`src/hdl/ngpp_pkg.sv`:
```
// ----------------------------------------------------------------------------
// NMEA GGA position parser package
// Shared types, character codes and arithmetic constants for the parser.
// ----------------------------------------------------------------------------
`default_nettype none

package ngpp_pkg;

    // Sentence field sequencing after the header has been found.
    typedef enum logic [2:0] {
        FIELD_SKIP_ONE = 3'd0,
        FIELD_TIME     = 3'd1,
        FIELD_LAT      = 3'd2,
        FIELD_NS       = 3'd3,
        FIELD_LON      = 3'd4,
        FIELD_EW       = 3'd5,
        FIELD_DONE     = 3'd6
    } field_t;

    localparam int CHAR_W    = 8;
    localparam int INT_W     = 17;
    localparam int ACC_W     = 20;
    localparam int DEG_W     = 11;
    localparam int WHOLE_W   = 10;
    localparam int MATCH_W   = 3;

    localparam logic [MATCH_W-1:0] HEADER_LEN = 3'd6;
    localparam logic [INT_W-1:0]   INT_PART_MAX = 17'd99999;

    // floor(x / 100) == (x * DIV100_MULT) >> DIV100_SHIFT for x <= 99999.
    localparam int PROD_W        = 35;
    localparam int DIV100_SHIFT  = 24;
    localparam logic [PROD_W-1:0] DIV100_MULT = 35'd167773;

    localparam logic [CHAR_W-1:0] CH_NUL    = 8'h00;
    localparam logic [CHAR_W-1:0] CH_DOLLAR = 8'h24;
    localparam logic [CHAR_W-1:0] CH_COMMA  = 8'h2C;
    localparam logic [CHAR_W-1:0] CH_DOT    = 8'h2E;
    localparam logic [CHAR_W-1:0] CH_ZERO   = 8'h30;
    localparam logic [CHAR_W-1:0] CH_NINE   = 8'h39;
    localparam logic [CHAR_W-1:0] CH_A      = 8'h41;
    localparam logic [CHAR_W-1:0] CH_G      = 8'h47;
    localparam logic [CHAR_W-1:0] CH_P      = 8'h50;
    localparam logic [CHAR_W-1:0] CH_S      = 8'h53;
    localparam logic [CHAR_W-1:0] CH_W      = 8'h57;

    // Expected character at each position of the "$GPGGA" header.
    function automatic logic [CHAR_W-1:0] header_char(input logic [MATCH_W-1:0] idx);
        logic [CHAR_W-1:0] ch;
        case (idx)
            3'd0:    ch = CH_DOLLAR;
            3'd1:    ch = CH_G;
            3'd2:    ch = CH_P;
            3'd3:    ch = CH_G;
            3'd4:    ch = CH_G;
            3'd5:    ch = CH_A;
            default: ch = CH_NUL;
        endcase
        return ch;
    endfunction

    // Per-field number accumulator state.
    typedef struct packed {
        logic [INT_W-1:0] ip;
        logic             nz;
        logic             dot;
        logic             stop;
    } num_t;

endpackage

`default_nettype wire

```
`src/hdl/ngpp_in_if.sv`:
```
// ----------------------------------------------------------------------------
// NMEA character stream channel
// Carries one datagram byte per word with a final-byte flag.
// ----------------------------------------------------------------------------
`default_nettype none

interface ngpp_in_if;
    logic                        valid;
    logic                        ready;
    logic [ngpp_pkg::CHAR_W-1:0] char_byte;
    logic                        end_of_message;

    modport source (output valid, output char_byte, output end_of_message, input ready);
    modport sink   (input valid, input char_byte, input end_of_message, output ready);
endinterface

`default_nettype wire

```
`src/hdl/ngpp_out_if.sv`:
```
// ----------------------------------------------------------------------------
// NMEA position result channel
// Carries one position word per datagram.
// ----------------------------------------------------------------------------
`default_nettype none

interface ngpp_out_if;
    logic                              valid;
    logic                              ready;
    logic signed [ngpp_pkg::DEG_W-1:0] lat_degrees;
    logic signed [ngpp_pkg::DEG_W-1:0] lon_degrees;
    logic                              position_valid;

    modport source (output valid, output lat_degrees, output lon_degrees,
                    output position_valid, input ready);
    modport sink   (input valid, input lat_degrees, input lon_degrees,
                    input position_valid, output ready);
endinterface

`default_nettype wire

```
`src/hdl/nmea_gga_position_parser_top.sv`:
```
// ----------------------------------------------------------------------------
// NMEA GGA position parser
// Extracts whole latitude and longitude degrees from a GGA sentence.
// ----------------------------------------------------------------------------
//  Channel       Dir  Word contents
//  char_stream   in   char_byte[7:0], end_of_message
//  position      out  lat_degrees[10:0], lon_degrees[10:0], position_valid
//
//  One byte is accepted per cycle while ready is high; a result passes from the input
//  register through the snapshot register (parse/snapshot) into the output (divide-by-100).
//  Reset clears the parser state and all pipeline valid flags.
//  Bytes that are not last keep flowing while a result waits at the output;
//  a last byte waits in the input register only while the snapshot stage is
//  full and the output word is stalled.
// ----------------------------------------------------------------------------
`default_nettype none

module nmea_gga_position_parser_top (
    input  wire logic   clk,
    input  wire logic   rst_n,
    ngpp_in_if.sink     char_stream,
    ngpp_out_if.source  position
);

    localparam int CW = ngpp_pkg::CHAR_W;
    localparam int IW = ngpp_pkg::INT_W;
    localparam int MW = ngpp_pkg::MATCH_W;
    localparam int DW = ngpp_pkg::DEG_W;
    localparam int WW = ngpp_pkg::WHOLE_W;
    localparam int PW = ngpp_pkg::PROD_W;
    localparam int SH = ngpp_pkg::DIV100_SHIFT;

    // Digit accumulation for one coordinate field.
    function automatic ngpp_pkg::num_t num_char(input ngpp_pkg::num_t s,
                                                input logic [CW-1:0] c);
        ngpp_pkg::num_t           r;
        logic [ngpp_pkg::ACC_W-1:0] v;
        logic [3:0]               d;
        r = s;
        d = c[3:0];
        v = ({3'b000, s.ip} << 3) + ({3'b000, s.ip} << 1) + {16'd0, d};
        if (!s.stop)
        begin
            if (c >= ngpp_pkg::CH_ZERO && c <= ngpp_pkg::CH_NINE)
            begin
                if (!s.dot)
                begin
                    r.ip = (v > {3'b000, ngpp_pkg::INT_PART_MAX}) ?
                           ngpp_pkg::INT_PART_MAX : v[IW-1:0];
                end
                if (d != 4'd0)
                begin
                    r.nz = 1'b1;
                end
            end
            else if (c == ngpp_pkg::CH_DOT && !s.dot)
            begin
                r.dot = 1'b1;
            end
            else
            begin
                r.stop = 1'b1;
            end
        end
        return r;
    endfunction

    // ---------------- input register ----------------
    logic          in_valid_reg;
    logic [CW-1:0] in_char_reg;
    logic          in_last_reg;

    // ---------------- parser state ----------------
    logic [MW-1:0]    match_reg, match_next;
    ngpp_pkg::field_t field_reg, field_next;
    logic [IW-1:0]    lat_ip_reg, lat_ip_next;
    logic [IW-1:0]    lon_ip_reg, lon_ip_next;
    logic             lat_nz_reg, lat_nz_next;
    logic             lon_nz_reg, lon_nz_next;
    logic             lat_south_reg, lat_south_next;
    logic             lon_west_reg, lon_west_next;
    logic             dot_reg, dot_next;
    logic             stop_reg, stop_next;
    logic             first_reg, first_next;
    logic             ended_reg, ended_next;

    // ---------------- snapshot register ----------------
    logic          snap_valid_reg;
    logic          snap_pos_reg, snap_pos_next;
    logic [IW-1:0] snap_lat_ip_reg, snap_lat_ip_next;
    logic [IW-1:0] snap_lon_ip_reg, snap_lon_ip_next;
    logic          snap_lat_neg_reg, snap_lat_neg_next;
    logic          snap_lon_neg_reg, snap_lon_neg_next;

    // ---------------- output register ----------------
    logic          out_valid_reg;
    logic [DW-1:0] out_lat_reg, out_lat_next;
    logic [DW-1:0] out_lon_reg, out_lon_next;
    logic          out_pos_reg;

    logic c_adv, s_free, b_go, a_free;

    assign c_adv  = !out_valid_reg || position.ready;
    assign s_free = !snap_valid_reg || c_adv;
    assign b_go   = in_valid_reg && (!in_last_reg || s_free);
    assign a_free = !in_valid_reg || b_go;

    assign char_stream.ready       = a_free;
    assign position.valid          = out_valid_reg;
    assign position.lat_degrees    = out_lat_reg;
    assign position.lon_degrees    = out_lon_reg;
    assign position.position_valid = out_pos_reg;

    // Parse one byte, then on the last byte capture the result and clear.
    always_comb
    begin
        ngpp_pkg::num_t ns;
        logic           pos_now;
        match_next     = match_reg;
        field_next     = field_reg;
        lat_ip_next    = lat_ip_reg;
        lon_ip_next    = lon_ip_reg;
        lat_nz_next    = lat_nz_reg;
        lon_nz_next    = lon_nz_reg;
        lat_south_next = lat_south_reg;
        lon_west_next  = lon_west_reg;
        dot_next       = dot_reg;
        stop_next      = stop_reg;
        first_next     = first_reg;
        ended_next     = ended_reg;
        ns             = '0;
        pos_now        = 1'b0;

        if (b_go && !ended_reg)
        begin
            if (in_char_reg == ngpp_pkg::CH_NUL)
            begin
                ended_next = 1'b1;
            end
            else if (match_reg < ngpp_pkg::HEADER_LEN)
            begin
                if (in_char_reg == ngpp_pkg::header_char(match_reg))
                    match_next = match_reg + 3'd1;
                else if (in_char_reg == ngpp_pkg::CH_DOLLAR)
                    match_next = 3'd1;
                else
                    match_next = 3'd0;
            end
            else
            begin
                unique case (field_reg)
                    ngpp_pkg::FIELD_SKIP_ONE:
                    begin
                        field_next = ngpp_pkg::FIELD_TIME;
                    end
                    ngpp_pkg::FIELD_TIME:
                    begin
                        if (in_char_reg == ngpp_pkg::CH_COMMA)
                        begin
                            field_next = ngpp_pkg::FIELD_LAT;
                            first_next = 1'b1;
                            dot_next   = 1'b0;
                            stop_next  = 1'b0;
                        end
                    end
                    ngpp_pkg::FIELD_LAT:
                    begin
                        if (in_char_reg == ngpp_pkg::CH_COMMA)
                        begin
                            field_next = ngpp_pkg::FIELD_NS;
                            first_next = 1'b1;
                            dot_next   = 1'b0;
                            stop_next  = 1'b0;
                        end
                        else
                        begin
                            ns = num_char({lat_ip_reg, lat_nz_reg, dot_reg, stop_reg},
                                          in_char_reg);
                            lat_ip_next = ns.ip;
                            lat_nz_next = ns.nz;
                            dot_next    = ns.dot;
                            stop_next   = ns.stop;
                        end
                    end
                    ngpp_pkg::FIELD_NS:
                    begin
                        if (first_reg)
                        begin
                            lat_south_next = (in_char_reg == ngpp_pkg::CH_S);
                            first_next     = 1'b0;
                        end
                        if (in_char_reg == ngpp_pkg::CH_COMMA)
                        begin
                            field_next = ngpp_pkg::FIELD_LON;
                            first_next = 1'b1;
                            dot_next   = 1'b0;
                            stop_next  = 1'b0;
                        end
                    end
                    ngpp_pkg::FIELD_LON:
                    begin
                        if (in_char_reg == ngpp_pkg::CH_COMMA)
                        begin
                            field_next = ngpp_pkg::FIELD_EW;
                            first_next = 1'b1;
                            dot_next   = 1'b0;
                            stop_next  = 1'b0;
                        end
                        else
                        begin
                            ns = num_char({lon_ip_reg, lon_nz_reg, dot_reg, stop_reg},
                                          in_char_reg);
                            lon_ip_next = ns.ip;
                            lon_nz_next = ns.nz;
                            dot_next    = ns.dot;
                            stop_next   = ns.stop;
                        end
                    end
                    ngpp_pkg::FIELD_EW:
                    begin
                        lon_west_next = (in_char_reg == ngpp_pkg::CH_W);
                        field_next    = ngpp_pkg::FIELD_DONE;
                    end
                    default:
                    begin
                    end
                endcase
            end
        end

        pos_now = (match_next >= ngpp_pkg::HEADER_LEN) &&
                  (field_next >= ngpp_pkg::FIELD_EW) && (lat_nz_next || lon_nz_next);

        // An invalid result is stored as zero so the output stage needs no mux.
        snap_pos_next     = pos_now;
        snap_lat_ip_next  = pos_now ? lat_ip_next : '0;
        snap_lon_ip_next  = pos_now ? lon_ip_next : '0;
        snap_lat_neg_next = pos_now && lat_south_next && lat_nz_next;
        snap_lon_neg_next = pos_now && lon_west_next && lon_nz_next;

        if (b_go && in_last_reg)
        begin
            match_next     = '0;
            field_next     = ngpp_pkg::FIELD_SKIP_ONE;
            lat_ip_next    = '0;
            lon_ip_next    = '0;
            lat_nz_next    = 1'b0;
            lon_nz_next    = 1'b0;
            lat_south_next = 1'b0;
            lon_west_next  = 1'b0;
            dot_next       = 1'b0;
            stop_next      = 1'b0;
            first_next     = 1'b1;
            ended_next     = 1'b0;
        end
    end

    // Whole degrees by reciprocal multiply; a negative value is -whole-1, i.e. ~whole.
    always_comb
    begin
        logic [PW-1:0] lat_prod;
        logic [PW-1:0] lon_prod;
        logic [DW-1:0] lat_whole;
        logic [DW-1:0] lon_whole;
        lat_prod  = PW'(snap_lat_ip_reg) * ngpp_pkg::DIV100_MULT;
        lon_prod  = PW'(snap_lon_ip_reg) * ngpp_pkg::DIV100_MULT;
        lat_whole = {1'b0, lat_prod[SH+WW-1:SH]};
        lon_whole = {1'b0, lon_prod[SH+WW-1:SH]};
        out_lat_next = snap_lat_neg_reg ? ~lat_whole : lat_whole;
        out_lon_next = snap_lon_neg_reg ? ~lon_whole : lon_whole;
    end

    always_ff @(posedge clk or negedge rst_n)
    begin
        if (!rst_n)
        begin
            in_valid_reg   <= 1'b0;
            snap_valid_reg <= 1'b0;
            out_valid_reg  <= 1'b0;
            match_reg      <= '0;
            field_reg      <= ngpp_pkg::FIELD_SKIP_ONE;
            lat_ip_reg     <= '0;
            lon_ip_reg     <= '0;
            lat_nz_reg     <= 1'b0;
            lon_nz_reg     <= 1'b0;
            lat_south_reg  <= 1'b0;
            lon_west_reg   <= 1'b0;
            dot_reg        <= 1'b0;
            stop_reg       <= 1'b0;
            first_reg      <= 1'b1;
            ended_reg      <= 1'b0;
        end
        else
        begin
            if (a_free)
            begin
                in_valid_reg <= char_stream.valid;
            end
            if (s_free)
            begin
                snap_valid_reg <= b_go && in_last_reg;
            end
            if (c_adv)
            begin
                out_valid_reg <= snap_valid_reg;
            end
            match_reg     <= match_next;
            field_reg     <= field_next;
            lat_ip_reg    <= lat_ip_next;
            lon_ip_reg    <= lon_ip_next;
            lat_nz_reg    <= lat_nz_next;
            lon_nz_reg    <= lon_nz_next;
            lat_south_reg <= lat_south_next;
            lon_west_reg  <= lon_west_next;
            dot_reg       <= dot_next;
            stop_reg      <= stop_next;
            first_reg     <= first_next;
            ended_reg     <= ended_next;
        end
    end

    always_ff @(posedge clk)
    begin
        if (a_free && char_stream.valid)
        begin
            in_char_reg <= char_stream.char_byte;
            in_last_reg <= char_stream.end_of_message;
        end
        if (b_go && in_last_reg)
        begin
            snap_pos_reg     <= snap_pos_next;
            snap_lat_ip_reg  <= snap_lat_ip_next;
            snap_lon_ip_reg  <= snap_lon_ip_next;
            snap_lat_neg_reg <= snap_lat_neg_next;
            snap_lon_neg_reg <= snap_lon_neg_next;
        end
        if (c_adv && snap_valid_reg)
        begin
            out_lat_reg <= out_lat_next;
            out_lon_reg <= out_lon_next;
            out_pos_reg <= snap_pos_reg;
        end
    end

`ifndef SYNTHESIS
    a_match_range: assert property (@(posedge clk) disable iff (!rst_n)
        match_reg <= ngpp_pkg::HEADER_LEN)
        else $error("header match progress out of range");

    a_fields_after_header: assert property (@(posedge clk) disable iff (!rst_n)
        field_reg != ngpp_pkg::FIELD_SKIP_ONE |-> match_reg == ngpp_pkg::HEADER_LEN)
        else $error("field sequencing started before the header matched");

    a_clear_after_last: assert property (@(posedge clk) disable iff (!rst_n)
        (b_go && in_last_reg) |=> (match_reg == '0 &&
                                   field_reg == ngpp_pkg::FIELD_SKIP_ONE && !ended_reg))
        else $error("parser state not cleared after the last byte");

    a_int_saturated: assert property (@(posedge clk) disable iff (!rst_n)
        lat_ip_reg <= ngpp_pkg::INT_PART_MAX && lon_ip_reg <= ngpp_pkg::INT_PART_MAX)
        else $error("integer part exceeded its saturation value");

    a_invalid_is_zero: assert property (@(posedge clk) disable iff (!rst_n)
        (out_valid_reg && !out_pos_reg) |-> (out_lat_reg == '0 && out_lon_reg == '0))
        else $error("invalid position carries nonzero degrees");
`endif

endmodule

`default_nettype wire
```
`src/flat_wrapper.sv`:
```
// flat-port wrapper written by rule: the top's interface ports become plain ports
module nmea_gga_position_parser_top_flat 
  (clk, rst_n, char_stream_valid, char_stream_char_byte, char_stream_end_of_message, char_stream_ready, position_valid, position_lat_degrees, position_lon_degrees, position_position_valid, position_ready);
  ngpp_in_if char_stream_i ();
  ngpp_out_if position_i ();
  input  wire logic clk;
  input  wire logic rst_n;
  input wire logic [$bits(char_stream_i.valid)-1:0] char_stream_valid;
  input wire logic [$bits(char_stream_i.char_byte)-1:0] char_stream_char_byte;
  input wire logic [$bits(char_stream_i.end_of_message)-1:0] char_stream_end_of_message;
  output wire logic [$bits(char_stream_i.ready)-1:0] char_stream_ready;
  output wire logic [$bits(position_i.valid)-1:0] position_valid;
  output wire logic [$bits(position_i.lat_degrees)-1:0] position_lat_degrees;
  output wire logic [$bits(position_i.lon_degrees)-1:0] position_lon_degrees;
  output wire logic [$bits(position_i.position_valid)-1:0] position_position_valid;
  input wire logic [$bits(position_i.ready)-1:0] position_ready;
  assign char_stream_i.valid = char_stream_valid;
  assign char_stream_i.char_byte = char_stream_char_byte;
  assign char_stream_i.end_of_message = char_stream_end_of_message;
  assign char_stream_ready = char_stream_i.ready;
  assign position_valid = position_i.valid;
  assign position_lat_degrees = position_i.lat_degrees;
  assign position_lon_degrees = position_i.lon_degrees;
  assign position_position_valid = position_i.position_valid;
  assign position_i.ready = position_ready;
  nmea_gga_position_parser_top u_core (.clk(clk), .rst_n(rst_n), .char_stream(char_stream_i), .position(position_i));
endmodule
```
`config.mk`:
```
export PLATFORM = sky130hd
export DESIGN_NAME = nmea_gga_position_parser_top_flat
export DESIGN_NICKNAME = d
export VERILOG_FILES = /design/src/hdl/ngpp_pkg.sv /design/src/hdl/ngpp_in_if.sv /design/src/hdl/ngpp_out_if.sv /design/src/hdl/nmea_gga_position_parser_top.sv /design/src/flat_wrapper.sv
export SDC_FILE = /design/constraint.sdc
export NUM_CORES = 1
export LEC_CHECK = 0
export ABC_AREA = 1
export BUFFER_PORTS_ARGS = -buffer_cell sky130_fd_sc_hd__buf_2
export CORE_ASPECT_RATIO = 1.75
export CORE_MARGIN = 5
export CORE_UTILIZATION = 55
export DETAILED_ROUTE_END_ITERATION = 8
export PLACE_DENSITY = 0.76
export SLEW_MARGIN = 20
export SYNTH_ARGS = -nofsm -noshare
export SYNTH_HDL_FRONTEND = slang
export SYNTH_SLANG_ARGS = --single-unit
```
`constraint.sdc`:
```
create_clock -name clk -period 8.25 [get_ports clk]
set_input_delay 0.4125 -clock clk [delete_from_list [all_inputs] [get_ports clk]]
set_output_delay 0.4125 -clock clk [all_outputs]
set_load 0.005 [all_outputs]
```
### Word level (Yosys, flattened, before mapping)

Cells that the tools add are included.

| storage, ports and cells | value |
|---|---|
| output and inout bits | 25 |
| memory bits (read-only) | 0 |
| flip-flop bits (word level) | 120 |
| word-level logic and storage cells | 198 |
| latch bits | 0 |
| RAM bits | 0 |
| memories kept | 0 |

| cells by class | value |
|---|---|
| order comparisons | 7 |
| equality and inequality tests | 22 |
| reductions and logical operators | 39 |
| shift operators | 0 |
| bitwise logic cells | 2 |
| multiplexer cells | 94 |
| div/mod/pow operators | 0 |
| multiply operators | 2 |
| add/subtract/negate cells | 5 |

Operator list:

| cell | number |
|---|---|
| two-way mux 17 bit | 16 |
| multiplier 17 x 18 -> 34 bit (second input constant) | 2 |
| two-way mux 1 bit | 50 |
| adder 20 x 18 -> 20 bit | 2 |
| adder 20 x 4 -> 20 bit | 2 |
| greater-than comparator 20 x 17 -> 1 bit (second input constant) | 2 |
| two-way mux 20 bit | 2 |
| two-way mux 3 bit | 13 |
| two-way mux 18 bit | 2 |
| case mux 7 bit (4 select lines) | 1 |
| equality test 8 x 6 -> 1 bit (second input constant) | 3 |
| two-way mux 8 bit | 3 |
| inverter 10 -> 11 bit | 2 |
| two-way mux 10 bit | 2 |
| case mux 3 bit (6 select lines) | 1 |
| equality test 8 x 7 -> 1 bit (second input constant) | 2 |
| logical AND 1 bit | 13 |
| equality test 3 x 2 -> 1 bit (second input constant) | 4 |
| equality test 3 bit (second input constant) | 4 |
| AND reduction 5 bit | 2 |
| equality test 8 bit | 1 |
| >= comparator 8 x 6 -> 1 bit (second input constant) | 1 |
| <= comparator 8 x 6 -> 1 bit (second input constant) | 1 |
| zero test 8 bit | 1 |
| 20 further kinds | 39 |

### Longest topological paths before layout

Gate-level depths: netlist of the first run.

| logic depth | value |
|---|---|
| depth after elaboration | 17 |
| mapped depth | 24 |
| gate-level depth less buffers | 24 |

### Worst setup path before layout of the first run

Ideal clock, no wire load.

| path | value |
|---|---|
| path kind | register -> register |
| from | reg u_core.snap_lon_ip_reg[12] |
| to | reg u_core.out_lon_reg[6] (netlist: u_core.position.lon_degrees[6]) (data pin) |
| period minus slack after synthesis | 5.217 ns |
| cell stages (with the launch flop) | 19 |
| setup slack | 3.033 ns |
| setup time | 0.254 ns |
| arrival time | 4.964 ns |
| data required time | 7.996 ns |
| path through | edfxtp_1 -> fa_1 -> inv_1 -> fa_1 -> inv_1 -> fa_1 -> fa_1 -> fa_1 -> inv_1 -> fa_1 -> inv_1 -> ha_1 -> a21oi_1 -> o21ai_0 -> a21oi_1 -> o211ai_1 -> a21oi_1 -> xor2_1 -> inv_1 |

| between the ends | value |
|---|---|
| longest elaborated chain between the ends | 3 |

RTL lines:

| element | line | text |
|---|---|---|
| start, declared | nmea_gga_position_parser_top.sv:91 | `logic [IW-1:0] snap_lon_ip_reg, snap_lon_ip_next;` |
| start signal, assigned | nmea_gga_position_parser_top.sv:333 | `snap_lon_ip_reg <= snap_lon_ip_next;` |
| multiplier 17 x 18 -> 34 bit * | nmea_gga_position_parser_top.sv:266 | `lon_prod = PW'(snap_lon_ip_reg) * ngpp_pkg::DIV100_MULT;` |
| inverter 10 -> 11 bit | nmea_gga_position_parser_top.sv:270 | `out_lon_next = snap_lon_neg_reg ? ~lon_whole : lon_whole;` |
| two-way mux 10 bit * | nmea_gga_position_parser_top.sv:270 |  |
| via u_core.out_lon_next[6] | nmea_gga_position_parser_top.sv:98 | `logic [DW-1:0] out_lon_reg, out_lon_next;` |
| end signal, assigned | nmea_gga_position_parser_top.sv:340 | `out_lon_reg <= out_lon_next;` |
| end, declared | nmea_gga_position_parser_top.sv:98 |  |

Mark *: on every way through the listed nets, which the timed path passes. The rest lies on a longest branch.
A chain may end at the register's enable or synchronous reset.

### Worst setup path in the final report of the first run

| path | value |
|---|---|
| from | reg u_core.snap_lat_ip_reg[12] |
| to | reg u_core.out_lat_reg[6] (netlist: u_core.position.lat_degrees[6]) (data pin) |

| between the ends | value |
|---|---|
| longest elaborated chain between the ends | 3 |

RTL lines:

| element | line | text |
|---|---|---|
| start, declared | nmea_gga_position_parser_top.sv:90 | `logic [IW-1:0] snap_lat_ip_reg, snap_lat_ip_next;` |
| start signal, assigned | nmea_gga_position_parser_top.sv:332 | `snap_lat_ip_reg <= snap_lat_ip_next;` |
| multiplier 17 x 18 -> 34 bit * | nmea_gga_position_parser_top.sv:265 | `lat_prod = PW'(snap_lat_ip_reg) * ngpp_pkg::DIV100_MULT;` |
| inverter 10 -> 11 bit | nmea_gga_position_parser_top.sv:269 | `out_lat_next = snap_lat_neg_reg ? ~lat_whole : lat_whole;` |
| two-way mux 10 bit * | nmea_gga_position_parser_top.sv:269 |  |
| via u_core.out_lat_next[6] | nmea_gga_position_parser_top.sv:97 | `logic [DW-1:0] out_lat_reg, out_lat_next;` |
| end signal, assigned | nmea_gga_position_parser_top.sv:339 | `out_lat_reg <= out_lat_next;` |
| end, declared | nmea_gga_position_parser_top.sv:97 |  |

Marked as above.

==> run_results.csv, run 1 <==
group,metric,value,unit
clock_network,holdBufCountCts,0,
pwr,power.share.combinational,67.2,%
route,drc_errors,0,
critical_path,cp_data_required_time,8450,ps
clock_network,cts_tree,"done",
clock_network,cts.htree.levels,4,
synthesis,postSynthRegisterBits,120,
route,drtPass1Iterations,5,
placement,place_congestion,0.977,
global_routing,grt_usage,23.7,%
final_layout,drive_gt1_share,7.93,%
placement,numPortBuffers,37,
die,rows,91,
clock_network,cts_made_buffers,17,
final_layout,finalInstanceArea,20900,um^2
final_layout,final_net_count,2915,
final_layout,n_diodes,0,
clock_network,clock_insertion_delay_worst_skew,440,ps
pwr,vdd_drop_max,0.000159,V
sta,worstMarginPinSlew,998,ps
critical_path,reg2reg_from,"u_core.snap_lat_ip_reg[12]",
placement,placement.setup.worst_slack,2630,ps
sta,rsz_0062_raised_after_global_routing,"no",
synthesis,synth.most_common_cell,"sky130_fd_sc_hd__inv_1",
sta,tns,0,ps
min_path,hold_path.class,"input pin to async pin",
sta,post-route-worst-setup-slack,2560,ps
global_routing,maximum_number_of_pins_on_one_net_before_global_route_repair,83,
synthesis,synthCells,2298,
global_routing,grt.busiest_layer,"met2",
pwr,internal_power,2.50,mW
sta,timing.final.max_slew_violations,0,
synthesis,synth_edf_count,69,
die,floorplan.io_pins,38,
final_layout,fin_util,59.2,%
final_layout,area_growth_syn_to_layout,6.35,%
route,via_count,15100,
pwr,power.switching,2.36,mW
route,avgRoutedWirePerCell,16.2,um
clock_network,post_cts_resize_count,0,
global_routing,grt_antenna_before_repair,0,
die,floorplan.die.width,153,um
synthesis,synth_largest_type_area_fraction,22.4,%
pwr,power.share.sequential,15.8,%
sta,hold-worst-slack,99.1,ps
route,initial_detailed_routing_violation_count,752,
synthesis,ys_flop_type,"sky130_fd_sc_hd__edfxtp_1",
synthesis,post_synth_most_frequent_cells,"sky130_fd_sc_hd__inv_1 (529), sky130_fd_sc_hd__nand2_1 (358), sky130_fd_sc_hd__ha_1 (348)",
synthesis,mapped_area,19600,um^2
clock_network,post_cts_setup_driven_buffer_insertion_count,0,
global_routing,grt_use_met1,25.5,%
synthesis,synthesis.nets,2879,
critical_path,r2r_end,"u_core.position.lat_degrees[6]",
critical_path,worstSetupPathType,"register to register",
final_layout,layout.cells.non_filler,2812,
clock_network,clk_root_buffer_cell,"sky130_fd_sc_hd__clkbuf_16",
global_routing,grt_pass1_vias,16100,
global_routing,grt_pass1_wl,76.4,mm
critical_path,endpoint_kind,"register",
critical_path,cp_max_fo,7,
pwr,pwr-share-clk,17.0,%
placement,dp_hpwl,39.2,mm
synthesis,synthesis.area_per_instance,8.55,um^2
die,die-area,39700,um^2
pwr,power_density,233,nW/um^2
flow_run,maxCapViolCount,0,
route,wl,45.5,mm
placement,place_area,20300,um^2
synthesis,synthesis.yosys.warnings,0,
pwr,fin_total_pwr,4.86,mW
critical_path,critical_path_arrival,5890,ps
die,initial_utilization,55.7,%
route,detail-route-antenna-nets,0,
sta,fmax,0.176,GHz
synthesis,synth_area_leaders,"sky130_fd_sc_hd__fa_1 (22%), sky130_fd_sc_hd__ha_1 (22%), sky130_fd_sc_hd__edfxtp_1 (11%), sky130_fd_sc_hd__inv_1 (10%), sky130_fd_sc_hd__nand2_1 (6.8%)",
global_routing,grt_use_met2,45.0,%
synthesis,synth.distinct_cells,55,
critical_path,reg2reg_depth,19,
outcome,status,"complete, no violations",
critical_path,reg_to_reg_setup_timing_slack,2560,ps
clock_network,clock_sink_count,120,
sta,timing_hold_violations_final,0,
clock_network,cts_buffer_depth,2,
pwr,p_sw_share,48.6,%
pwr,leakage,11.2,nW
synthesis,synth_async_sr_flop_share,42.5,%
die,die_height,260,um
clock_network,reg_clk_slew_reported_paths,60,ps
sta,fin_crit,5690,ps
die,fp.coreArea,35300,um^2
synthesis,synth_largest_area_cell,"sky130_fd_sc_hd__fa_1",
sta,max_slew_margin,33.5,%
global_routing,globalRoute.totalOverflow,0,
synthesis,sequential_fraction_of_the_synthesis_area,17.1,%
sta,setup_viol,0,
sta,timing.final.crit_share,68.9,%
placement,placed_cells,2780,
global_routing,gr-usage-met3,2.38,%
critical_path,kind_of_launch_point_of_the_worst_setup_path,"register",
sta,fin_skew,13.3,ps
route,vias_per_cell,5.35,
## worst max-delay path by stage
stage	from	endpoint	slack (ps)
after detailed placement	u_core.snap_lat_ip_reg[12]	u_core.position.lat_degrees[6]	2630
final	u_core.snap_lat_ip_reg[12]	u_core.position.lat_degrees[6]	2560
after global placement	u_core.snap_lat_ip_reg[12]	u_core.position.lat_degrees[6]	2850
after global routing	u_core.snap_lat_ip_reg[12]	u_core.position.lat_degrees[6]	2250
after floorplan	u_core.snap_lon_ip_reg[12]	u_core.position.lon_degrees[6]	3030
after CTS	u_core.snap_lat_ip_reg[12]	u_core.position.lat_degrees[6]	2590
## area by class of cell
cell class	count	area, um^2
clock buffer	18	429
clock inverter	14	209
fill	3067	14400
inverter	539	2020
multi-input combinational	1615	14100
sequential	120	3350
tap	465	582
timing repair buffer	41	215
## layer usage
metal  part of all wire [%]  wire (um)
met5                      0          0
met4                    5.6       2540
met3                    2.6       1190
met2                     54      24400
met1                     38      17300
## power by group through the flow
stage	clock (mW)	combinational, mW	sequential (mW)
floorplan	0	2.49	0.772
global placement	0	3.15	0.777
detailed placement	0	3.22	0.778
CTS	0.832	3.26	0.767
global route	0.862	3.78	0.773
finish	0.828	3.27	0.766
## cells in the final DEF (no fill, tap or decap), types with 4 or more instances in the layout
| master | Yosys | layout |
|---|---|---|
| sky130_fd_sc_hd__nor3_1 | 16 | 16 |
| sky130_fd_sc_hd__nand4_2 | 8 | 8 |
| sky130_fd_sc_hd__dfrtp_1 | 50 | 50 |
| sky130_fd_sc_hd__ha_1 | 348 | 348 |
| sky130_fd_sc_hd__o22ai_1 | 4 | 4 |
| sky130_fd_sc_hd__buf_4 | 1 | 4 |
| sky130_fd_sc_hd__nand2_2 | 22 | 22 |
| sky130_fd_sc_hd__nor2_4 | 7 | 7 |
| sky130_fd_sc_hd__nand3_1 | 75 | 75 |
| sky130_fd_sc_hd__xnor2_1 | 20 | 20 |
| sky130_fd_sc_hd__inv_1 | 529 | 528 |
| sky130_fd_sc_hd__edfxtp_1 | 69 | 69 |
| sky130_fd_sc_hd__o211ai_1 | 6 | 6 |
| sky130_fd_sc_hd__o21ai_0 | 51 | 51 |
| sky130_fd_sc_hd__nor2_2 | 14 | 15 |
| sky130_fd_sc_hd__clkbuf_16 | 0 | 17 |
| sky130_fd_sc_hd__xor2_1 | 35 | 35 |
| sky130_fd_sc_hd__buf_2 | 4 | 37 |
| sky130_fd_sc_hd__nor2_1 | 182 | 181 |
| sky130_fd_sc_hd__inv_6 | 0 | 7 |
| sky130_fd_sc_hd__a21oi_2 | 17 | 17 |
| sky130_fd_sc_hd__fa_1 | 220 | 220 |
| sky130_fd_sc_hd__nor4_1 | 10 | 10 |
| sky130_fd_sc_hd__nand3b_1 | 7 | 7 |
| sky130_fd_sc_hd__nand4_1 | 35 | 35 |
| sky130_fd_sc_hd__nand2_1 | 358 | 358 |
| sky130_fd_sc_hd__nand3_2 | 10 | 10 |
| sky130_fd_sc_hd__inv_2 | 9 | 10 |
| sky130_fd_sc_hd__o21bai_1 | 8 | 8 |
| sky130_fd_sc_hd__or2_2 | 12 | 12 |
| sky130_fd_sc_hd__a21o_1 | 5 | 5 |
| sky130_fd_sc_hd__bufinv_16 | 0 | 4 |
| sky130_fd_sc_hd__a21oi_1 | 113 | 113 |
## worst max-delay path: stages, from the launching register on
cell and delay [ps]:
sky130_fd_sc_hd__edfxtp_1 580, sky130_fd_sc_hd__fa_1 640, sky130_fd_sc_hd__inv_1 80, sky130_fd_sc_hd__fa_1 510, sky130_fd_sc_hd__fa_1 510, sky130_fd_sc_hd__inv_1 50
sky130_fd_sc_hd__fa_1 450, sky130_fd_sc_hd__fa_1 500, sky130_fd_sc_hd__inv_1 50, sky130_fd_sc_hd__fa_1 490, sky130_fd_sc_hd__inv_1 40, sky130_fd_sc_hd__ha_1 330
sky130_fd_sc_hd__nand2_1 120, sky130_fd_sc_hd__nor4_1 360, sky130_fd_sc_hd__nor3b_1 230, sky130_fd_sc_hd__nand2_1 80, sky130_fd_sc_hd__nand3_1 140, sky130_fd_sc_hd__a21oi_1 100
sky130_fd_sc_hd__xor2_1 130, sky130_fd_sc_hd__inv_1 50
## cell families (layout without fill, tap and decap cells)
group                    Yosys count  count (layout)  share of synthesized area (%)
adder cells (fa/ha/maj)          568             568                           44.6
flip-flops                       120             120                           17.1
XOR/XNOR                          56              56                           2.54
AND/OR/NAND/NOR                  767             767                           17.9
multiplexers                       2               2                          0.102
buffers and inverters            563             612                           11.3
AO/OA/AOI/OAI                    222             222                           6.55
No activity file was read; power rests on OpenSTA's default activity.
==> inputs of run 2 (changes only) <==
--- a/config.mk
+++ b/config.mk
@@ -5,7 +5,7 @@
 export SDC_FILE = /design/constraint.sdc
 export NUM_CORES = 1
 export LEC_CHECK = 0
-export ABC_AREA = 1
+export ABC_AREA = 0
 export BUFFER_PORTS_ARGS = -buffer_cell sky130_fd_sc_hd__buf_2
 export CORE_ASPECT_RATIO = 1.75
 export CORE_MARGIN = 5
==> constraint.sdc (replaced) <==
create_clock -name clk -period 5.3 [get_ports clk]
set_input_delay 0.265 -clock clk [delete_from_list [all_inputs] [get_ports clk]]
set_output_delay 0.265 -clock clk [all_outputs]
set_load 0.005 [all_outputs]
==> run 2 against run 1 <==
  * The run now ends with setup timing left
  * Die area is 9.0% lower
  * Maximum frequency rose by 2.4%
  * Register-to-register slack got worse by 2800 ps
  * Non-clock buffer count is 144 higher
  * Clock power up 57%
  * Sequential cell count did not move
  * Power grew to 2.6 times the previous value
  * Hold slack got worse by 70 ps
  * Combinational power rose to 3.1 times the previous value
  * Via count is 12% lower
  * Sequential share of layout area up 0.31 points
  * First-iteration DRC count fell by 8.4%
  * Critical endpoint is now u_core.position.lat_degrees[9]
  * Largest cell class unchanged
==> run_results.csv, run 2 <==
group,metric,value,unit
clock_network,cts_made_buffers,17,
synthesis,synth_largest_area_cell,"sky130_fd_sc_hd__fa_1",
placement,place_congestion,1.00,
sta,fin_skew,14.5,ps
clock_network,cts_tree,"done",
critical_path,critical_path.max_stage_delay,590,ps
final_layout,drive_gt1_share,16.1,%
route,vias_per_cell,5.67,
sta,fin_crit,5550,ps
sta,timing.final.max_slew_violations,0,
critical_path,worstSetupPathType,"register to register",
final_layout,layout.cells.non_filler,2330,
route,detail-route-antenna-nets,0,
synthesis,synth_largest_type_area_fraction,24.8,%
die,die-area,36200,um^2
route,drc_errors,0,
route,wl,42.8,mm
clock_network,cts_buffer_depth,2,
min_path,timing.hold.worst.start,"char_stream_valid",
final_layout,final_net_count,2498,
sta,hold-worst-slack,28.9,ps
placement,placement.setup.worst_slack,-275,ps
synthesis,sequential_fraction_of_the_synthesis_area,18.8,%
synthesis,synth_area_leaders,"sky130_fd_sc_hd__fa_1 (25%), sky130_fd_sc_hd__ha_1 (24%), sky130_fd_sc_hd__edfxtp_1 (12%), sky130_fd_sc_hd__inv_1 (8.1%), sky130_fd_sc_hd__dfrtp_1 (7.0%)",
synthesis,mapped_area,17800,um^2
synthesis,synthesis.area_per_instance,10.2,um^2
outcome,status,"finished, violations left",
clock_network,cts.htree.levels,4,
die,die_height,248,um
die,floorplan.io_pins,38,
final_layout,fin_util,63.8,%
synthesis,synthesis.yosys.warnings,0,
route,initial_detailed_routing_violation_count,689,
sta,fmax,0.180,GHz
synthesis,synth_async_sr_flop_share,42.5,%
critical_path,worstPathCellList,"fa_1 -> inv_2 -> fa_1 -> inv_2 -> fa_1 -> inv_1 -> fa_1 -> fa_1 -> inv_1 -> fa_1 -> ha_1 -> nand4_1 -> nor2_2 -> nand4_1 -> o2111ai_4 -> nand3_2 -> nand3_2 -> a31oi_2 -> xnor2_1",
outcome,violations_in_the_final_reports,"setup timing",
die,fp.coreArea,32100,um^2
critical_path,cp_data_required_time,5500,ps
global_routing,maximum_number_of_pins_on_one_net_before_global_route_repair,52,
critical_path,cpMostUsedCell,"sky130_fd_sc_hd__fa_1",
min_path,hold_path.class,"input pin to register",
pwr,fin_total_pwr,12.9,mW
route,drtPass1Iterations,8,
critical_path,reg_to_reg_setup_timing_slack,-250,ps
die,rows,87,
synthesis,synthesis.nets,2323,
synthesis,postSynthRegisterBits,120,
critical_path,startpoint,"u_core.snap_lat_ip_reg[9]",
critical_path,critPathSlowestCell,"sky130_fd_sc_hd__fa_1",
sta,tns,-1950,ps
sta,setup_viol,14,
pwr,power_density,628,nW/um^2
placement,placed_cells,2277,
clock_network,reg_clk_slew_reported_paths,70,ps
sta,timing.final.crit_share,105,%
pwr,leakage,10.4,nW
critical_path,kind_of_launch_point_of_the_worst_setup_path,"register",
final_layout,finalInstanceArea,20500,um^2
clock_network,clock_sink_count,120,
critical_path,reg2reg_from,"u_core.snap_lat_ip_reg[9]",
critical_path,worst-path-buf-inv,4,
sta,worstMarginPinSlew,1010,ps
die,floorplan.die.width,146,um
placement,dp_hpwl,35.8,mm
synthesis,synthCells,1742,
global_routing,grt_pass1_wl,71.8,mm
global_routing,globalRoute.totalOverflow,0,
final_layout,n_diodes,0,
die,initial_utilization,55.4,%
global_routing,grt_usage,24.8,%
final_layout,layout_commonest_cell,"sky130_fd_sc_hd__inv_1",
final_layout,area_growth_syn_to_layout,15.2,%
pwr,vdd_drop_max,0.000487,V
route,via_count,13200,
route,avgRoutedWirePerCell,18.4,um
global_routing,grt_antenna_before_repair,0,
synthesis,synth.most_common_cell,"sky130_fd_sc_hd__inv_1",
critical_path,cp_max_fo,3,
clock_network,clock_insertion_delay_worst_skew,450,ps
sta,post-route-worst-setup-slack,-255,ps
placement,numPortBuffers,37,
clock_network,clk_root_buffer_cell,"sky130_fd_sc_hd__clkbuf_16",
synthesis,synth_edf_count,69,
sta,rsz_0062_raised_after_global_routing,"yes",
flow_run,maxCapViolCount,0,
sta,timing_hold_violations_final,0,
final_layout,layout.cells.most_common_list,"sky130_fd_sc_hd__inv_1 (370), sky130_fd_sc_hd__ha_1 (339), sky130_fd_sc_hd__fa_1 (210)",
critical_path,cp_top_delay_family,"adder cells",
synthesis,synth.distinct_cells,77,
global_routing,grt_pass1_vias,14700,
sta,max_slew_margin,32.1,%
placement,place_area,19400,um^2
critical_path,endpoint_kind,"register",
synthesis,post_synth_most_frequent_cells,"sky130_fd_sc_hd__inv_1 (383), sky130_fd_sc_hd__ha_1 (348), sky130_fd_sc_hd__fa_1 (220)",
critical_path,critical_path_arrival,5750,ps
synthesis,ys_flop_type,"sky130_fd_sc_hd__edfxtp_1",
[run 2: cell count changes in the layout (fill, tap and decap cells not counted), moves of 26 or more]
cell / change
sky130_fd_sc_hd__xnor2_1: +30
sky130_fd_sc_hd__o21a_1: +26
sky130_fd_sc_hd__a21oi_1: -47
sky130_fd_sc_hd__buf_4: +131
sky130_fd_sc_hd__nand3_1: -53
sky130_fd_sc_hd__inv_1: -158
sky130_fd_sc_hd__nand2_1: -303
sky130_fd_sc_hd__nor2_1: -129
[run 2: kinds of logic (layout without fill, tap and decap cells)]
logic type	Yosys count	in the layout	share of synthesized area, %
AND/OR/NAND/NOR	266	266	7.89
XOR/XNOR	76	76	3.74
adder cells (fa/ha/maj)	568	568	49.2
multiplexers	3	3	0.176
AO/OA/AOI/OAI	297	297	11.3
flip-flops	120	120	18.8
buffers and inverters	412	600	8.87
[run 2: final cells by class]
cell class                 count  area [um^2]
multi-input combinational   1210        13200
fill                        2481        11600
sequential                   120         3350
inverter                     383         1440
timing repair buffer         185         1330
tap                          400          500
clock buffer                  18          439
clock inverter                14          219
[run 2: metal layers]
layer | part of all wire [%] | global-route usage, %
met3 | 2.6 | 2.94
met1 | 37 | 26.3
met2 | 55 | 47.6
met4 | 5.5 | 13.2
met5 | 0 | 0
[run 2: power by group]
part / switching [mW] / internal (mW) / total [mW] / leakage (nW)
Clock: 0.455 / 0.849 / 1.30 / 0.317
Combinational: 5.27 / 4.98 / 10.2 / 8.74
Sequential: 0.0483 / 1.28 / 1.32 / 1.33
[run 2: path summary, 6_finish.rpt]
path	cells past startpoint	end
max	19	u_core.position.lat_degrees[9]
max in group asynchronous	3	u_core.position.valid
min in group asynchronous	3	u_core.lon_ip_reg[10]
max reg2reg	19	u_core.position.lat_degrees[9]
min	2	u_core.in_valid_reg
min reg2reg	0	u_core.position.position_valid
[run 2: what timing repair did]
item                                    4_1_cts  5_1_grt
endpoints found under the setup margin       18       20
hold buffers                                 10        0
setup buffers                                10        1
pin swaps                                    33       40
resized for setup                            29       37
hold endpoints to repair                     59        0
[run 2: worst register-to-register path, cell delays in order, from the launching register on]
cell and delay [ps]:
sky130_fd_sc_hd__edfxtp_1 410, sky130_fd_sc_hd__fa_1 590, sky130_fd_sc_hd__inv_2 50, sky130_fd_sc_hd__fa_1 530
sky130_fd_sc_hd__inv_2 60, sky130_fd_sc_hd__fa_1 530, sky130_fd_sc_hd__inv_1 50, sky130_fd_sc_hd__fa_1 450
sky130_fd_sc_hd__fa_1 490, sky130_fd_sc_hd__inv_1 50, sky130_fd_sc_hd__fa_1 430, sky130_fd_sc_hd__ha_1 290
sky130_fd_sc_hd__nand4_1 190, sky130_fd_sc_hd__nor2_2 210, sky130_fd_sc_hd__nand4_1 160, sky130_fd_sc_hd__o2111ai_4 290
sky130_fd_sc_hd__nand3_2 150, sky130_fd_sc_hd__nand3_2 120, sky130_fd_sc_hd__a31oi_2 110, sky130_fd_sc_hd__xnor2_1 150
==> inputs of run 3 (changes only) <==
==> constraint.sdc (replaced) <==
create_clock -name clk -period 5.85 [get_ports clk]
set_input_delay 0.2925 -clock clk [delete_from_list [all_inputs] [get_ports clk]]
set_output_delay 0.2925 -clock clk [all_outputs]
set_load 0.005 [all_outputs]
==> run 3 against run 2 <==
  * The flow finishes with violations (hold timing)
  * Clock skew hardly changed
  * Sequential share of layout area up 0.89 points
  * Utilization decreased by 3.3 points
  * Cell count shrank 4.1%
  * Final area fell by 5.2%
  * Clock power shrank 21%
  * Combinational power down 21%
  * Wire length fell by 1.8%
  * Maximum frequency is 1.2% lower
  * Critical path depth fell by 2
  * Non-clock buffer count shrank 96
==> run_results.csv, run 3 (synthesized netlist as in run 2, its figures left out) <==
group,metric,value,unit
critical_path,critPathSlowestCell,"sky130_fd_sc_hd__fa_1",
route,avgRoutedWirePerCell,18.8,um
pwr,pwr-share-clk,10.0,%
final_layout,layout_commonest_cell,"sky130_fd_sc_hd__inv_1",
sta,fin_crit,5620,ps
pwr,vdd_drop_max,0.000421,V
critical_path,cpMostUsedCell,"sky130_fd_sc_hd__fa_1",
sta,worstMarginPinSlew,909,ps
sta,tns,0,ps
final_layout,layout.cells.most_common_list,"sky130_fd_sc_hd__inv_1 (381), sky130_fd_sc_hd__ha_1 (345), sky130_fd_sc_hd__fa_1 (218)",
pwr,power.share.combinational,78.2,%
critical_path,worstSetupPathType,"register to register",
die,initial_utilization,55.4,%
sta,post-route-worst-setup-slack,228,ps
clock_network,clock_sink_count,120,
route,drtPass1Iterations,6,
critical_path,kind_of_launch_point_of_the_worst_setup_path,"register",
clock_network,cts_made_buffers,17,
final_layout,area_growth_syn_to_layout,9.24,%
route,initial_detailed_routing_violation_count,634,
placement,placement.setup.worst_slack,-31.0,ps
final_layout,drive_gt1_share,9.49,%
global_routing,grt_pass1_vias,14100,
die,floorplan.io_pins,38,
outcome,violations_in_the_final_reports,"hold timing",
critical_path,critical_path.max_stage_delay,560,ps
sta,hold-worst-slack,-23.5,ps
pwr,leakage,9.86,nW
die,rows,87,
sta,timing_hold_violations_final,9,
critical_path,cp_max_fo,6,
final_layout,n_diodes,0,
outcome,status,"finished, violations left",
clock_network,clk_root_buffer_cell,"sky130_fd_sc_hd__clkbuf_16",
sta,fin_skew,14.3,ps
placement,placed_cells,2189,
clock_network,clock_insertion_delay_worst_skew,440,ps
global_routing,grt_usage,24.0,%
route,wl,42.0,mm
critical_path,cp_data_required_time,6040,ps
placement,numPortBuffers,37,
pwr,p_sw_share,47.6,%
global_routing,grt_antenna_before_repair,0,
sta,timing.final.crit_share,96.1,%
pwr,power.share.sequential,11.8,%
route,via_count,12800,
sta,setup_viol,0,
pwr,internal_power,5.42,mW
critical_path,worstPathCellList,"fa_2 -> fa_1 -> inv_1 -> fa_1 -> fa_1 -> inv_1 -> fa_1 -> fa_1 -> ha_1 -> nand4_1 -> nor2_1 -> nand2_1 -> o41ai_4 -> nor2_2 -> o211ai_1 -> o41ai_2 -> xnor2_1",
flow_run,maxCapViolCount,0,
pwr,fin_total_pwr,10.3,mW
die,fp.coreArea,32100,um^2
critical_path,endpoint_kind,"register",
pwr,power.switching,4.92,mW
min_path,hold_path.class,"input pin to async pin",
global_routing,globalRoute.totalOverflow,0,
route,drc_errors,0,
global_routing,grt_pass1_wl,68.3,mm
final_layout,final_net_count,2402,
critical_path,critical_path_arrival,5810,ps
clock_network,cts_tree,"done",
sta,timing.final.max_slew_violations,0,
clock_network,reg_clk_slew_reported_paths,60,ps
final_layout,layout.cells.non_filler,2234,
route,vias_per_cell,5.72,
clock_network,holdBufCountCts,0,
placement,dp_hpwl,35.4,mm
pwr,power_density,532,nW/um^2
global_routing,maximum_number_of_pins_on_one_net_before_global_route_repair,52,
sta,fmax,0.178,GHz
die,die-area,36200,um^2
die,die_height,248,um
placement,place_congestion,0.958,
route,detail-route-antenna-nets,0,
clock_network,cts_buffer_depth,2,
clock_network,cts.htree.levels,4,
sta,max_slew_margin,39.1,%
die,floorplan.die.width,146,um
-- run 3: changes by cell type in the layout (fill, tap and decap cells not counted), sizes merged --
cell,delta
clkbuf,+1
clkinv,+2
buf,-86
bufinv,-4
clkinvlp,+1
dlygate4sd3,-10
-- run 3: power by group through the flow --
stage / logic (mW) / registers [mW] / clock network [mW]
finish: 8.09 / 1.22 / 1.03
global route: 9.21 / 1.23 / 1.08
CTS: 7.72 / 1.22 / 1.04
detailed placement: 7.61 / 1.24 / 0
global placement: 7.32 / 1.24 / 0
floorplan: 5.57 / 1.23 / 0
-- run 3: critical path, delay by kind of cell (launching register included) --
kind                     cells  cell delay (ps)
AO/OA/AOI/OAI                3              710
XOR/XNOR                     1              130
adder cells (fa/ha/maj)      7             3410
buffers and inverters        2              110
flip-flops                   1              490
AND/OR/NAND/NOR              4              520
-- run 3: final timing paths --
kind | from | to | slack, ps | cells after the start
max | u_core.snap_lon_ip_reg[15] | u_core.position.lon_degrees[9] | 230 | 17
min | rst_n | u_core.lon_ip_reg[14] | -20 | 2
max reg2reg | u_core.snap_lon_ip_reg[15] | u_core.position.lon_degrees[9] | 230 | 17
min reg2reg | u_core.snap_pos_reg | u_core.position.position_valid | 480 | 0
max in group asynchronous | rst_n | u_core.lat_ip_reg[14] | 5360 | 2
min in group clk | char_stream_char_byte[3] | u_core.in_char_reg[3] | 30 | 1
-- run 3: layout make-up --
type	instances	area, um^2
multi-input combinational	1210	13000
fill	2575	12700
sequential	120	3350
inverter	383	1440
timing repair buffer	89	576
tap	400	500
clock buffer	19	454
clock inverter	13	119
-- run 3: through the flow --
| step | utilization [%] | instance area (um^2) |
|---|---|---|
| after floorplan | - | 17800 |
| after global placement | 58.0 | 18600 |
| after global routing | 60.5 | 19400 |
| after CTS | 59.8 | 19200 |
| after detailed placement | 58.0 | 18600 |
| final | 60.5 | 19400 |
-- run 3: metal layers --
metal | vias up | routed length (um) | GRT usage [%]
met4 | 0 | 2850 | 15.1
met3 | 146 | 1210 | 3.09
met1 | 6313 | 15300 | 24.7
met5 | - | 0 | 0
met2 | 311 | 22700 | 45.8
li1 | 6012 | - | -
-- run 3: repair_timing --
item,CTS,global route
buffers inserted,0,13
endpoints found under the setup margin,0,15
resized for setup,0,20
hold endpoints to repair,0,0
